$ cat src/rtl/core/sbct_pkg.sv
// Types and constants shared by the sorted block cache tag modules.
`default_nettype none
package sbct_pkg;

  localparam logic [1:0] OP_LOOKUP = 2'd0;
  localparam logic [1:0] OP_FILL   = 2'd1;
  localparam logic [1:0] OP_UPDATE = 2'd2;

  localparam logic [2:0] ST_HIT       = 3'd0;
  localparam logic [2:0] ST_MISS      = 3'd1;
  localparam logic [2:0] ST_INSERTED  = 3'd2;
  localparam logic [2:0] ST_EVICTED   = 3'd3;
  localparam logic [2:0] ST_DROPPED   = 3'd4;
  localparam logic [2:0] ST_UPDATED   = 3'd5;
  localparam logic [2:0] ST_UPD_MISS  = 3'd6;

  localparam logic [15:0] HITS_MAX = 16'hFFFE;
  localparam logic [15:0] HITS_ALL = 16'hFFFF;

  typedef struct packed {
    logic [1:0]  operation;
    logic [7:0]  device_id;
    logic [7:0]  logical_device;
    logic [31:0] blk_addr;
    logic [31:0] run_first_lba;
    logic [31:0] run_last_lba;
    logic        parser_owned;
  } in_word_t;

  typedef struct packed {
    logic [2:0]  status;
    logic [5:0]  slot;
    logic [15:0] hit_count;
  } out_word_t;

  typedef struct packed {
    logic [47:0] key;
    logic [15:0] hits;
    logic        parser;
    logic        dirty;
  } entry_t;

  typedef enum logic [1:0] {
    CMD_NONE,
    CMD_UPDATE,
    CMD_INSERT,
    CMD_DELETE
  } cell_cmd_e;

  typedef struct packed {
    cell_cmd_e   cmd;
    logic [47:0] key;
    logic [31:0] run_first;
    logic [31:0] run_last;
    logic [15:0] ins_hits;
    logic        ins_parser;
  } cell_ctl_t;

  typedef struct packed {
    logic        found;
    logic [15:0] mhits;
    logic        have;
    logic [15:0] chits;
    logic        cpar;
  } acc_t;

endpackage
`default_nettype wire

$ cat src/rtl/core/sbct_cell.sv
// One cell of the sorted entry chain with its stage of the scan pipeline.
`default_nettype none
module sbct_cell #(
  parameter int unsigned ENTRIES = 64,
  parameter int unsigned INDEX   = 0,
  parameter int unsigned IDX_W   = 6,
  parameter int unsigned CNT_W   = 7
) (
  input  wire                     clk_i,
  input  sbct_pkg::cell_ctl_t     ctl_i,
  input  wire [CNT_W-1:0]         count_i,
  input  wire [IDX_W-1:0]         del_idx_i,
  input  wire [IDX_W-1:0]         ins_slot_i,
  input  sbct_pkg::entry_t        prev_ent_i,
  input  wire [IDX_W-1:0]         prev_slot_i,
  input  sbct_pkg::entry_t        next_ent_i,
  input  wire [IDX_W-1:0]         next_slot_i,
  output sbct_pkg::entry_t        ent_o,
  output logic [IDX_W-1:0]        slot_o,
  input  sbct_pkg::acc_t          acc_i,
  input  wire [IDX_W-1:0]         acc_mslot_i,
  input  wire [IDX_W-1:0]         acc_cidx_i,
  input  wire [IDX_W-1:0]         acc_cslot_i,
  output sbct_pkg::acc_t          acc_o,
  output logic [IDX_W-1:0]        acc_mslot_o,
  output logic [IDX_W-1:0]        acc_cidx_o,
  output logic [IDX_W-1:0]        acc_cslot_o
);

  localparam logic [CNT_W-1:0] MY_CNT = CNT_W'(INDEX);
  localparam logic [IDX_W-1:0] MY_IDX = IDX_W'(INDEX);

  sbct_pkg::entry_t ent_q, ent_d;
  logic [IDX_W-1:0] slot_q, slot_d;
  sbct_pkg::acc_t   acc_q, acc_d;
  logic [IDX_W-1:0] mslot_q, mslot_d, cidx_q, cidx_d, cslot_q, cslot_d;

  logic        valid, prev_valid, gt_self, gt_prev, match, prot;
  logic [31:0] lba;

  always_comb begin
    valid      = MY_CNT < count_i;
    prev_valid = (INDEX > 0) && (MY_CNT <= count_i);
    gt_self    = valid && (ent_q.key > ctl_i.key);
    gt_prev    = prev_valid && (prev_ent_i.key > ctl_i.key);
    match      = valid && (ent_q.key == ctl_i.key);
    lba        = ent_q.key[31:0];
    prot       = (lba >= ctl_i.run_first) && (lba <= ctl_i.run_last);
  end

  always_comb begin
    ent_d  = ent_q;
    slot_d = slot_q;
    case (ctl_i.cmd)
      sbct_pkg::CMD_UPDATE: begin
        if (match) begin
          ent_d.dirty = 1'b1;
          if (ent_q.hits < sbct_pkg::HITS_MAX) begin
            ent_d.hits = ent_q.hits + 16'd1;
          end
        end
      end
      sbct_pkg::CMD_INSERT: begin
        if (gt_prev) begin
          ent_d  = prev_ent_i;
          slot_d = prev_slot_i;
        end else if ((!valid || gt_self) && (INDEX == 0 || prev_valid)) begin
          ent_d.key    = ctl_i.key;
          ent_d.hits   = ctl_i.ins_hits;
          ent_d.parser = ctl_i.ins_parser;
          ent_d.dirty  = 1'b0;
          slot_d       = ins_slot_i;
        end
      end
      sbct_pkg::CMD_DELETE: begin
        if ((INDEX < ENTRIES - 1) && (MY_IDX >= del_idx_i)) begin
          ent_d  = next_ent_i;
          slot_d = next_slot_i;
        end
      end
      default: begin
      end
    endcase
  end

  always_comb begin
    acc_d   = acc_i;
    mslot_d = acc_mslot_i;
    cidx_d  = acc_cidx_i;
    cslot_d = acc_cslot_i;
    if (valid) begin
      if (match) begin
        acc_d.found = 1'b1;
        acc_d.mhits = ent_q.hits;
        mslot_d     = slot_q;
      end
      if (!prot && (!acc_i.have || ent_q.hits < acc_i.chits ||
                    (acc_i.cpar && !ent_q.parser))) begin
        acc_d.have  = 1'b1;
        acc_d.chits = ent_q.hits;
        acc_d.cpar  = ent_q.parser;
        cidx_d      = MY_IDX;
        cslot_d     = slot_q;
      end
    end
  end

  always_ff @(posedge clk_i) begin
    ent_q   <= ent_d;
    slot_q  <= slot_d;
    acc_q   <= acc_d;
    mslot_q <= mslot_d;
    cidx_q  <= cidx_d;
    cslot_q <= cslot_d;
  end

  assign ent_o       = ent_q;
  assign slot_o      = slot_q;
  assign acc_o       = acc_q;
  assign acc_mslot_o = mslot_q;
  assign acc_cidx_o  = cidx_q;
  assign acc_cslot_o = cslot_q;

endmodule
`default_nettype wire

$ cat config.mk
export PLATFORM = sky130hd
export DESIGN_NAME = sbct_cell
export DESIGN_NICKNAME = d
export VERILOG_FILES = /design/src/rtl/core/sbct_pkg.sv /design/src/rtl/core/sbct_cell.sv
export SDC_FILE = /design/constraint.sdc
export NUM_CORES = 1
export LEC_CHECK = 0
export BUFFER_PORTS_ARGS = -buffer_cell sky130_fd_sc_hd__buf_2
export CAP_MARGIN = 20
export CORE_AREA = 5 5 179 181
export DETAILED_ROUTE_END_ITERATION = 12
export DIE_AREA = 0 0 184 186
export GPL_ROUTABILITY_DRIVEN = 0
export PLACE_DENSITY = 0.65
export SETUP_SLACK_MARGIN = 0.1
export SLEW_MARGIN = 20
export SYNTH_ARGS = -nofsm -noshare
export SYNTH_HDL_FRONTEND = slang
export SYNTH_SLANG_ARGS = --single-unit
$ cat constraint.sdc
create_clock -name clk_i -period 6.4 [get_ports clk_i]
set_input_delay 0.32 -clock clk_i [delete_from_list [all_inputs] [get_ports clk_i]]
set_output_delay 0.32 -clock clk_i [all_outputs]
set_load 0.02 [all_outputs]
==> results.md, run 1 <==
- Final worst path period share: 0.570
- Mapped Cells: 801
- Crit Path Max Fanout: 40
- Top post-synthesis cells by area: edfxtp_1, ha_1, mux2_2
- Hold worst-path end: acc_o[34]
- Root Buffer: clkbuf_16
- Pre-CTS setup slack: 2.39 ns
- IR drop worst, VDD: ~150 uV
- Layout cell share with drive strength beyond 1: 0.450
- CP Launch Type: register
- Area leader, netlist: edfxtp_1
- Worst reg2reg startpoint: ent_o[63]
- Hold path depth: 2
- CP cell instances: ha_1 > nand4_1 > nor4_2 > nand2_1 > o311a_1 > nor2_4 > buf_4
- Crit path time final: 3.65 ns
- Async set or reset register ratio after synthesis: 0
- Clk Latency, worst-skew pair: 0.43 ns
- Setup TNS: 0 ns
- Syn nets: 1,277
- Hold WC Path Type: in -> reg
- DIE HEIGHT: 186 um
- Post_cts resized: 0
- Synth cell count leaders: ha_1, inv_1, mux2_2, edfxtp_1, a21oi_1
- Ys flop type: edfxtp_1
- Drt via density: 4.58
- WP data arrival: 3.71 ns
- Post-Layout Cell Count: roughly 1,600
- Status: finished clean
- Required @ worst endpoint: 6.46 ns
- Avg Inst Size Synth: 10.5 um^2
- # port buffers: 400
- DP HPWL: 23,300 um
- Core area: ~30,000 um^2
- Final ANT Viol Nets: 0
- Buf+Inv Stages, Crit Path: 1
- Worst path top cell family by delay: simple AND/OR/NAND/NOR gates
- Placed Cells: 1,585
- Clk slew on worst S/H paths: 0.06 ns
- Number of flops mapped to enable cells by yosys: 72
- Routed WL: 28,100 um
- Area grow syn2layout: 36.6%
- Register area share after synthesis: 0.385
- Post-synth top area share: 0.258
- H-tree depth: 4
- WS Path Type: reg -> reg
- WL/cell: 17.3 um
- CTS buffer count: 17
- Nets: 1,684
- GR Overflow Total: 0
- DRC viols: 0
- Hold Crit Start: acc_i[34]
- Synth Register Bits: 125
- Slowest cell on the critical path: buf_4
- Synth warn: 0
- CP peak stage delay: 0.62 ns
- # fillers: 3,080
- First-pass GRT wire length: between 40,000 and 50,000 um
- Clk buf depth: 2
- DR vias: approximately 7,400
- 1st-pass router iterations: 4
- CTS Sinks: 125
- Post-CTS Hold Buffers: 0
- Iter 0 DRT Violations: 262
- Hold Vio Cnt, Final: 0
- Max Freq: between 0.2 and 0.3 GHz
- CP startpoint: ent_o[63]
- Die W: 184 um
- Slew of the pin with the lowest slew margin: 0.753 ns
- Cell Rows: 64
- Static leakage: 0.00582 uW
- Post-route setup slack: 2.75 ns
- Vias in the first global route: approximately 7,800
- Antenna violations before repair: 1
- Setup bufs post-CTS: 0
- Nature of the critical path endpoint: register
- Die area: 34,200 um^2
- Max Clock Skew: 0.0155 ns
- Max Slew Vio Count: 0
- Distinct cells, synth: 54
- Slew HR: 0.494
- Setup-failing EPs final: 0
- Max-Cap Viols: 0
- Count leader, synth: ha_1
- R2r setup slk: 2.75 ns
- Initial Util: 0.277
- Io pins: 473
- Largest net degree at the start of global routing: 41
- FF-to-FF path depth: 7
- Overall global routing resource usage: 0.158
- RSZ-0062 raised after global routing: false
- Hold Slack: 0.0838 ns
- Power Density: 220 nW/um^2
- Cell area after synthesis: ~8400 um^2
- R2r endpoint: ent_o[60]
- CTS tree: done
[state kept, by name (all words and copies together), names as in the netlist]
| register | count |
|---|---|
| acc_cidx_o | 6 |
| ent_o | 66 |
| acc_o | 35 |
| acc_cslot_o | 6 |
| slot_o | 6 |
| acc_mslot_o | 6 |
[layer usage]
layer / GRT usage / vias up / part of all wire
li1: - / 3690 / -
met1: 0.192 / 3427 / 0.42
met2: 0.271 / 245 / 0.50
met3: 0.0356 / 46 / 0.060
met4: 0.0627 / 0 / 0.023
met5: 0 / - / 0
[area by class of cell]
cell class | instances | area (um^2) | share of cell area
antenna | 1 | 2.50 | 0.000219
clock buffer | 20 | 458 | 0.0400
clock inverter | 12 | 133 | 0.0116
inverter | 127 | 477 | 0.0417
multi-input combinational | 532 | 4620 | 0.403
sequential | 125 | 3220 | 0.282
tap | 396 | 495 | 0.0433
timing repair buffer | 405 | 2040 | 0.178
[per-stage QoR]
stage	power [uW]	utilization	area, um^2
5_1_grt	2650	0.378	11400
2_1_floorplan	1310	-	8380
4_1_cts	2560	0.378	11400
3_3_place_gp	1540	0.358	10900
6_report	2520	0.378	11400
3_5_place_dp	1550	0.358	10900
[logic make-up after synthesis]
logic type,synth area share
and+or+nand+nor,0.0932
buffers and inverters,0.0671
adders and majority gates,0.191
DFF,0.385
AOI/OAI and AO/OA,0.0908
muxes,0.158
xor gates and xnor gates,0.0146
[cells in the final DEF, fill, tap and decap left out, types with 9 or more instances in the layout]
cell type | Yosys | layout
buf_2 | 2 | 400
edfxtp_1 | 72 | 72
inv_1 | 127 | 127
clkbuf_16 | 0 | 18
nand3_1 | 9 | 9
dfxtp_1 | 53 | 53
nand4_1 | 27 | 27
nand2_1 | 33 | 32
mux2_2 | 96 | 96
a21o_1 | 25 | 25
ha_1 | 128 | 128
mux2i_1 | 20 | 20
a21oi_1 | 59 | 59
o21ai_0 | 15 | 15
nor2_1 | 37 | 36
[worst max path at each step]
stage                     end  slack, ns  cells past startpoint
CTS                 ent_o[60]       2.63                      7
global route        ent_o[60]       2.44                      7
finish              ent_o[60]       2.75                      7
detailed placement  ent_o[62]       2.39                      9
floorplan           ent_o[18]       1.75                      7
global placement    ent_o[62]       2.47                      9
[power breakdown]
part,switching [uW],internal (uW)
clock,391,600
combinational,308,255
sequential,43.3,922
total,742,1780
Power figures use the tool's default switching activity.
==> run 2: changes to the inputs <==
Settings changed: ABC_AREA set to 1, CORE_AREA 5 5 179 181 to 5 5 181 183, DIE_AREA 0 0 184 186 to 0 0 186 188, PLACE_DENSITY 0.65 to 0.64.
Clock period 6.4 ns to 3.5 ns, I/O delays scaled along.
==> run 2 against run 1 <==
  * Clock power up 69%
  * Fmax increased by 29%
  * Synthesized area up 2.1%
  * Sequential share of layout area decreased by 1.8 points
  * Clock skew shrank 0.0033 ns
  * Sequential cell count stayed put
  * Routed wire length grew 15%
  * Register-to-register slack got worse by 2.1 ns
==> results.md, run 2 <==
- Status: finished clean
- Die area: 35,000 um^2
- Commonest non-fill, non-tap cell in the layout: buf_2
- RSZ-0062 raised after global routing: false
- Slew of the pin with the lowest slew margin: 0.821 ns
- Adder-cell share of the synthesized area: 0.187
- Avg Inst Size Synth: 7.77 um^2
- Post-Synth XOR/XNOR Area: 0.00307
- Slowest cell on the critical path: edfxtp_1
- Worst reg2reg startpoint: ent_o[47]
- Hold Vio Cnt, Final: 0
- DIE HEIGHT: approximately 190 um
- # fillers: 3,221
- Core area: between 30,000 and 40,000 um^2
- Setup-failing EPs final: 0
- # port buffers: 400
- Distinct cells, synth: 37
- Root Buffer: clkbuf_16
- Most used cell, CP: nand2_1
- Post-route setup slack: 0.662 ns
- Initial Util: 0.275
- Hold worst-path end: ent_o[58]
- Max Clock Skew: 0.0122 ns
- Max-Cap Viols: 0
- Cell area after synthesis: between 8000 and 9000 um^2
- CTS Sinks: approximately 130
- Power Density: 389 nW/um^2
- Synth cell count leaders: nand2_1, inv_1, ha_1, edfxtp_1, o21ai_0
- Final ANT Viol Nets: 0
- Crit path time final: 2.84 ns
- Pre-CTS setup slack: roughly 0.65 ns
- Setup TNS: 0 ns
- Largest family of logic cells by synthesized area: simple AND/OR/NAND/NOR gates
- Largest net degree at the start of global routing: about 120
- Slew HR: 0.452
- Layout Utilization: 0.393
- Syn nets: 1,576
- Vias in the first global route: 9,264
- Overall global routing resource usage: 0.178
- H-tree depth: 4
- Synth warn: 0
- Post-Layout Cell Count: 1,985
- CTS buffer count: 17
- Drt via density: 4.59
- DR vias: 9,114
- Mapped Cells: 1,100
- Count leader, synth: nand2_1
- Setup bufs post-CTS: 0
- Number of flops mapped to enable cells by yosys: 72
- CP cell instances: ha_1 > nand4_1 > nor3_1 > nand3_1 > nor2_2 > nand2_1 > nand3_1 > nand2_1 > nand2_1 > nand2_1 > nor2_4 > buf_12
- Max Slew Vio Count: 0
- Hold Crit Start: next_ent_i[58]
- Clk Latency, worst-skew pair: between 0.4 and 0.5 ns
- R2r setup slk: 0.66 ns
- Top post-synthesis cells by area: edfxtp_1, ha_1, nand2_1
- Mux contribution to synthesized area: 0
- Antenna violations before repair: 10
- Max Freq: 0.352 GHz
- Clk slew on worst S/H paths: about 0.060 ns
- Io pins: 473
- CP Launch Type: register
- Final worst path period share: 0.811
- GR Overflow Total: 0
- Layout cell share with drive strength beyond 1: 0.293
- CTS tree: done
- FF-to-FF path depth: 12
- Iter 0 DRT Violations: a little over 400
- Hold Slack: 0.0270 ns
- Area leader, netlist: edfxtp_1
- WP data arrival: 2.92 ns
- Post-synthesis simple-gate area fraction: 0.230
- Crit Path Max Fanout: 55
- Routed WL: approximately 32,000 um
- Most frequent cells in the layout: buf_2, nand2_1, inv_1
- DRC viols: 0
- Area grow syn2layout: 42.7%
- Ys flop type: edfxtp_1
- Register area share after synthesis: 0.377
- Hold WC Path Type: in -> reg
- WL/cell: 16.3 um
- Static leakage: 0.00660 uW
- Nature of the critical path endpoint: register
- Post-synthesis compound-gate area fraction: 0.106
- Die W: 186 um
- Nets: approximately 2,000
- Required @ worst endpoint: around 3.6 ns
- CP peak stage delay: 0.48 ns
- Cell Rows: 65
- DP HPWL: 25,500 um
- Post-synth top area share: 0.253
- Clk buf depth: 2
- Hold path depth: 3
- Max reg flops: 66
- R2r endpoint: slot_o[0]
- IR drop worst, VDD: 310 uV
- 1st-pass router iterations: 5
- First-pass GRT wire length: 48,000 um
- WS Path Type: reg -> reg
- Placed Cells: approximately 1,900
- Synth Register Bits: 125
- Async set or reset register ratio after synthesis: 0
## run 2: how the worst max path moves through the flow
stage,start,endpoint,slack (ns),cells after the start
detailed placement,ent_o[47],ent_o[38],0.65,12
finish,ent_o[47],slot_o[0],0.66,12
floorplan,ent_o[49],ent_o[18],0.57,11
global placement,ent_o[49],ent_o[38],0.71,12
global route,ent_o[49],slot_o[3],0.39,12
CTS,ent_o[47],ent_o[43],0.64,12
## run 2: per-stage QoR
| stage | power (uW) | instance area, um^2 |
|---|---|---|
| after floorplan | 2530 | 8560 |
| after global placement | 3010 | 11000 |
| after detailed placement | 3050 | 11000 |
| after CTS | 4810 | 12200 |
| after global routing | 5020 | 12200 |
| final | 4740 | 12200 |
## run 2: cell type report
cell class	instances	area [um^2]	area share
timing repair buffer	474	2750	0.225
antenna	7	17.5	0.00144
clock inverter	10	62.6	0.00513
clock buffer	21	465	0.0381
sequential	125	3220	0.264
tap	402	503	0.0412
multi-input combinational	767	4510	0.370
inverter	179	673	0.0552
## run 2: per-layer routing
layer	routed length [um]	GRT usage	share of wire	up-vias
met5	57	0	0.0018	-
met4	1260	0.0858	0.039	8
met3	2600	0.0483	0.081	80
met2	15600	0.301	0.48	374
met1	12700	0.207	0.39	4098
li1	-	-	-	4554
## run 2: repair_timing
| item | CTS | global route |
|---|---|---|
| hold buffers | 66 | 0 |
| hold endpoints to repair | 66 | 0 |
| gates resized for setup | 0 | 0 |
| setup endpoints to repair | 0 | 0 |
## run 2: power by group
part / switching (uW) / internal [uW] / total (uW) / leakage, uW
combinational: 744 / 501 / 1250 / 0.00520
sequential: 107 / 1720 / 1830 / 0.00114
clock: 721 / 949 / 1670 / 0.000271
total: 1570 / 3170 / 4740 / 0.00660
## run 2: logic make-up (layout without fill, tap and decap cells)
| family | Yosys count | in the layout |
|---|---|---|
| flip-flops | 125 | 125 |
| AO/OA/AOI/OAI | 162 | 162 |
| XOR/XNOR | 3 | 3 |
| adder cells (fa/ha/maj) | 128 | 128 |
| other | 0 | 7 |
| buffers and inverters | 208 | 684 |
| AND/OR/NAND/NOR | 474 | 474 |
## run 2: worst max-delay path: cells and delay by family (launching register included)
| kind | cells | cell delay (ns) |
|---|---|---|
| buf+inv | 1 | 0.27 |
| flops | 1 | 0.48 |
| simple gates | 10 | 1.28 |
| fa+ha+maj | 1 | 0.35 |
==> run 3: changes to the inputs <==
Settings changed: CORE_AREA 5 5 181 183 to 5 5 179 181, DIE_AREA 0 0 186 188 to 0 0 184 186, PLACE_DENSITY 0.64 to 0.67.
Clock period 3.5 ns to 2.4 ns, I/O delays scaled along.
==> run 3 against run 2 <==
  * Critical path type unchanged
  * The flow now finishes with violations (negative setup slack)
  * Highest routed layer unchanged
  * Combinational power increased by 82%
  * Via count rose by 7.1%
  * Core utilization grew 6.9 points
  * Sequential share of layout area down 3.4 points
==> results.md, run 3 (synthesis results as in run 2) <==
- Status: finished with violations
- Failing checks: negative setup slack
- Slowest cell on the critical path: edfxtp_1
- 1st-pass router iterations: 5
- Setup TNS: -7.66 ns
- Core area: 30,300 um^2
- IR drop worst, VDD: roughly 450 uV
- Power Density: 530 nW/um^2
- DIE HEIGHT: approximately 190 um
- Hold Slack: 0.0202 ns
- Hold WC Path Type: in -> reg
- CP cell instances: ha_4 > nand2_1 > nor2_2 > nor3b_4 > nand3_2 > nor2_4 > nand2_2 > nand3_2 > nand2_1 > nand2_1 > nand2_2 > nor2_4 > buf_12 > clkbuf_16
- Largest net degree at the start of global routing: 52
- FF-to-FF path depth: 14
- Required @ worst endpoint: 2.53 ns
- H-tree depth: 4
- WP depth: 14
- DR vias: just under 10,000
- Max Clock Skew: around 0.0099 ns
- Max reg flops: 66
- Final ANT Viol Nets: 0
- Static leakage: 0.00735 uW
- Commonest non-fill, non-tap cell in the layout: buf_2
- Placed Cells: approximately 1,900
- Slew of the pin with the lowest slew margin: 1.10 ns
- Die W: 184 um
- CTS Sinks: 125
- WS Path Type: reg -> reg
- Overall global routing resource usage: 0.188
- # port buffers: 400
- Initial Util: 0.282
- Clk buf depth: 2
- Max Slew Vio Count: 0
- WP data arrival: around 2.7 ns
- Hold Vio Cnt, Final: 0
- CTS tree: done
- DRC viols: 0
- Routed WL: 35,400 um
- Die area: 34,200 um^2
- GR Overflow Total: 0
- First-pass GRT wire length: roughly 50,000 um
- DP HPWL: between 20,000 and 30,000 um
- Cell area after layout: 14,000 um^2
- Final worst path period share: 1.05
- Nets: 2,169
- WL/cell: around 17 um
- Cell Rows: 64
- Io pins: 473
- Post-route setup slack: -0.125 ns
- Root Buffer: clkbuf_16
- Crit Path Max Fanout: 8
- CTS buffer count: 17
- Drt via density: 4.64
- Area grow syn2layout: 63.5%
- Max Freq: 0.396 GHz
- CP peak stage delay: ~0.43 ns
- Antenna violations before repair: 3
- Nature of the critical path endpoint: register
- Hold path depth: 3
- Worst path top cell family by delay: simple AND/OR/NAND/NOR gates
- Crit path time final: 2.53 ns
- Post-placement cell area: between 10,000 and 15,000 um^2
- RSZ-0062 raised after global routing: true
- Setup-failing EPs final: 72
- Most frequent cells in the layout: buf_2, nand2_1, inv_1
- Slew HR: 0.267
- Layout cell share with drive strength beyond 1: 0.359
- Max-Cap Viols: 0
- CP Launch Type: register
- Clk slew on worst S/H paths: 0.06 ns
- Most used cell, CP: nand2_1
- Iter 0 DRT Violations: about 500
- Post-Layout Cell Count: 2,105
- Vias in the first global route: 9,829
- Buf+Inv Stages, Crit Path: 2
- Clk Latency, worst-skew pair: 0.42 ns
-- run 3: worst paths after layout --
path	startpoint	slack, ns	endpoint
worst max-delay path	ent_o[63]	-0.13	slot_o[1]
worst min-delay path	next_ent_i[43]	0.02	ent_o[43]
worst max register to register	ent_o[63]	-0.13	slot_o[1]
worst min register to register	slot_o[2]	0.53	acc_mslot_o[2]
-- run 3: report_power, final --
part,total [uW],switching [uW],internal (uW)
combinational,2270,1270,997
clock,2520,1120,1410
sequential,2610,108,2500
total,7410,2500,4910
-- run 3: per-stage QoR --
stage / total power (uW) / util / setup WS, ns
CTS: 7290 / 0.439 / -0.124
detailed placement: 4550 / 0.380 / -0.189
global route: 7800 / 0.462 / -0.287
finish: 7410 / 0.462 / -0.125
global placement: 4510 / 0.380 / -0.165
floorplan: 3690 / - / -0.512
-- run 3: area by class of cell --
| cell class | instances | area (um^2) |
|---|---|---|
| Fill cell | 2862 | 16300 |
| Multi-Input combinational cell | 767 | 4930 |
| Timing Repair Buffer | 603 | 4080 |
| Sequential cell | 125 | 3220 |
| Inverter | 179 | 682 |
| Tap cell | 396 | 495 |
| Clock buffer | 19 | 454 |
| Clock inverter | 13 | 108 |
| Antenna cell | 3 | 7.51 |
-- run 3: worst reg2reg max path, delay by kind of cell (launching register included) --
family / cells / cell delay, ns
buf+inv: 2 / 0.32
flops: 1 / 0.43
fa+ha+maj: 1 / 0.30
simple gates: 11 / 1.18
-- run 3: timing repair --
action	in CTS	in global routing
pin swaps	2	21
hold buffers	112	0
endpoints found under the hold margin	104	0
buffers inserted	2	12
cloned	1	9
gates resized for setup	20	99
endpoints found under the setup margin	123	126
-- run 3: per-layer routing --
layer / track usage / vias up / routed length (um)
li1: - / 4810 / -
met1: 0.227 / 4422 / 14200
met2: 0.322 / 441 / 17300
met3: 0.0446 / 85 / 2820
met4: 0.0745 / 2 / 1100
met5: 0 / - / 20
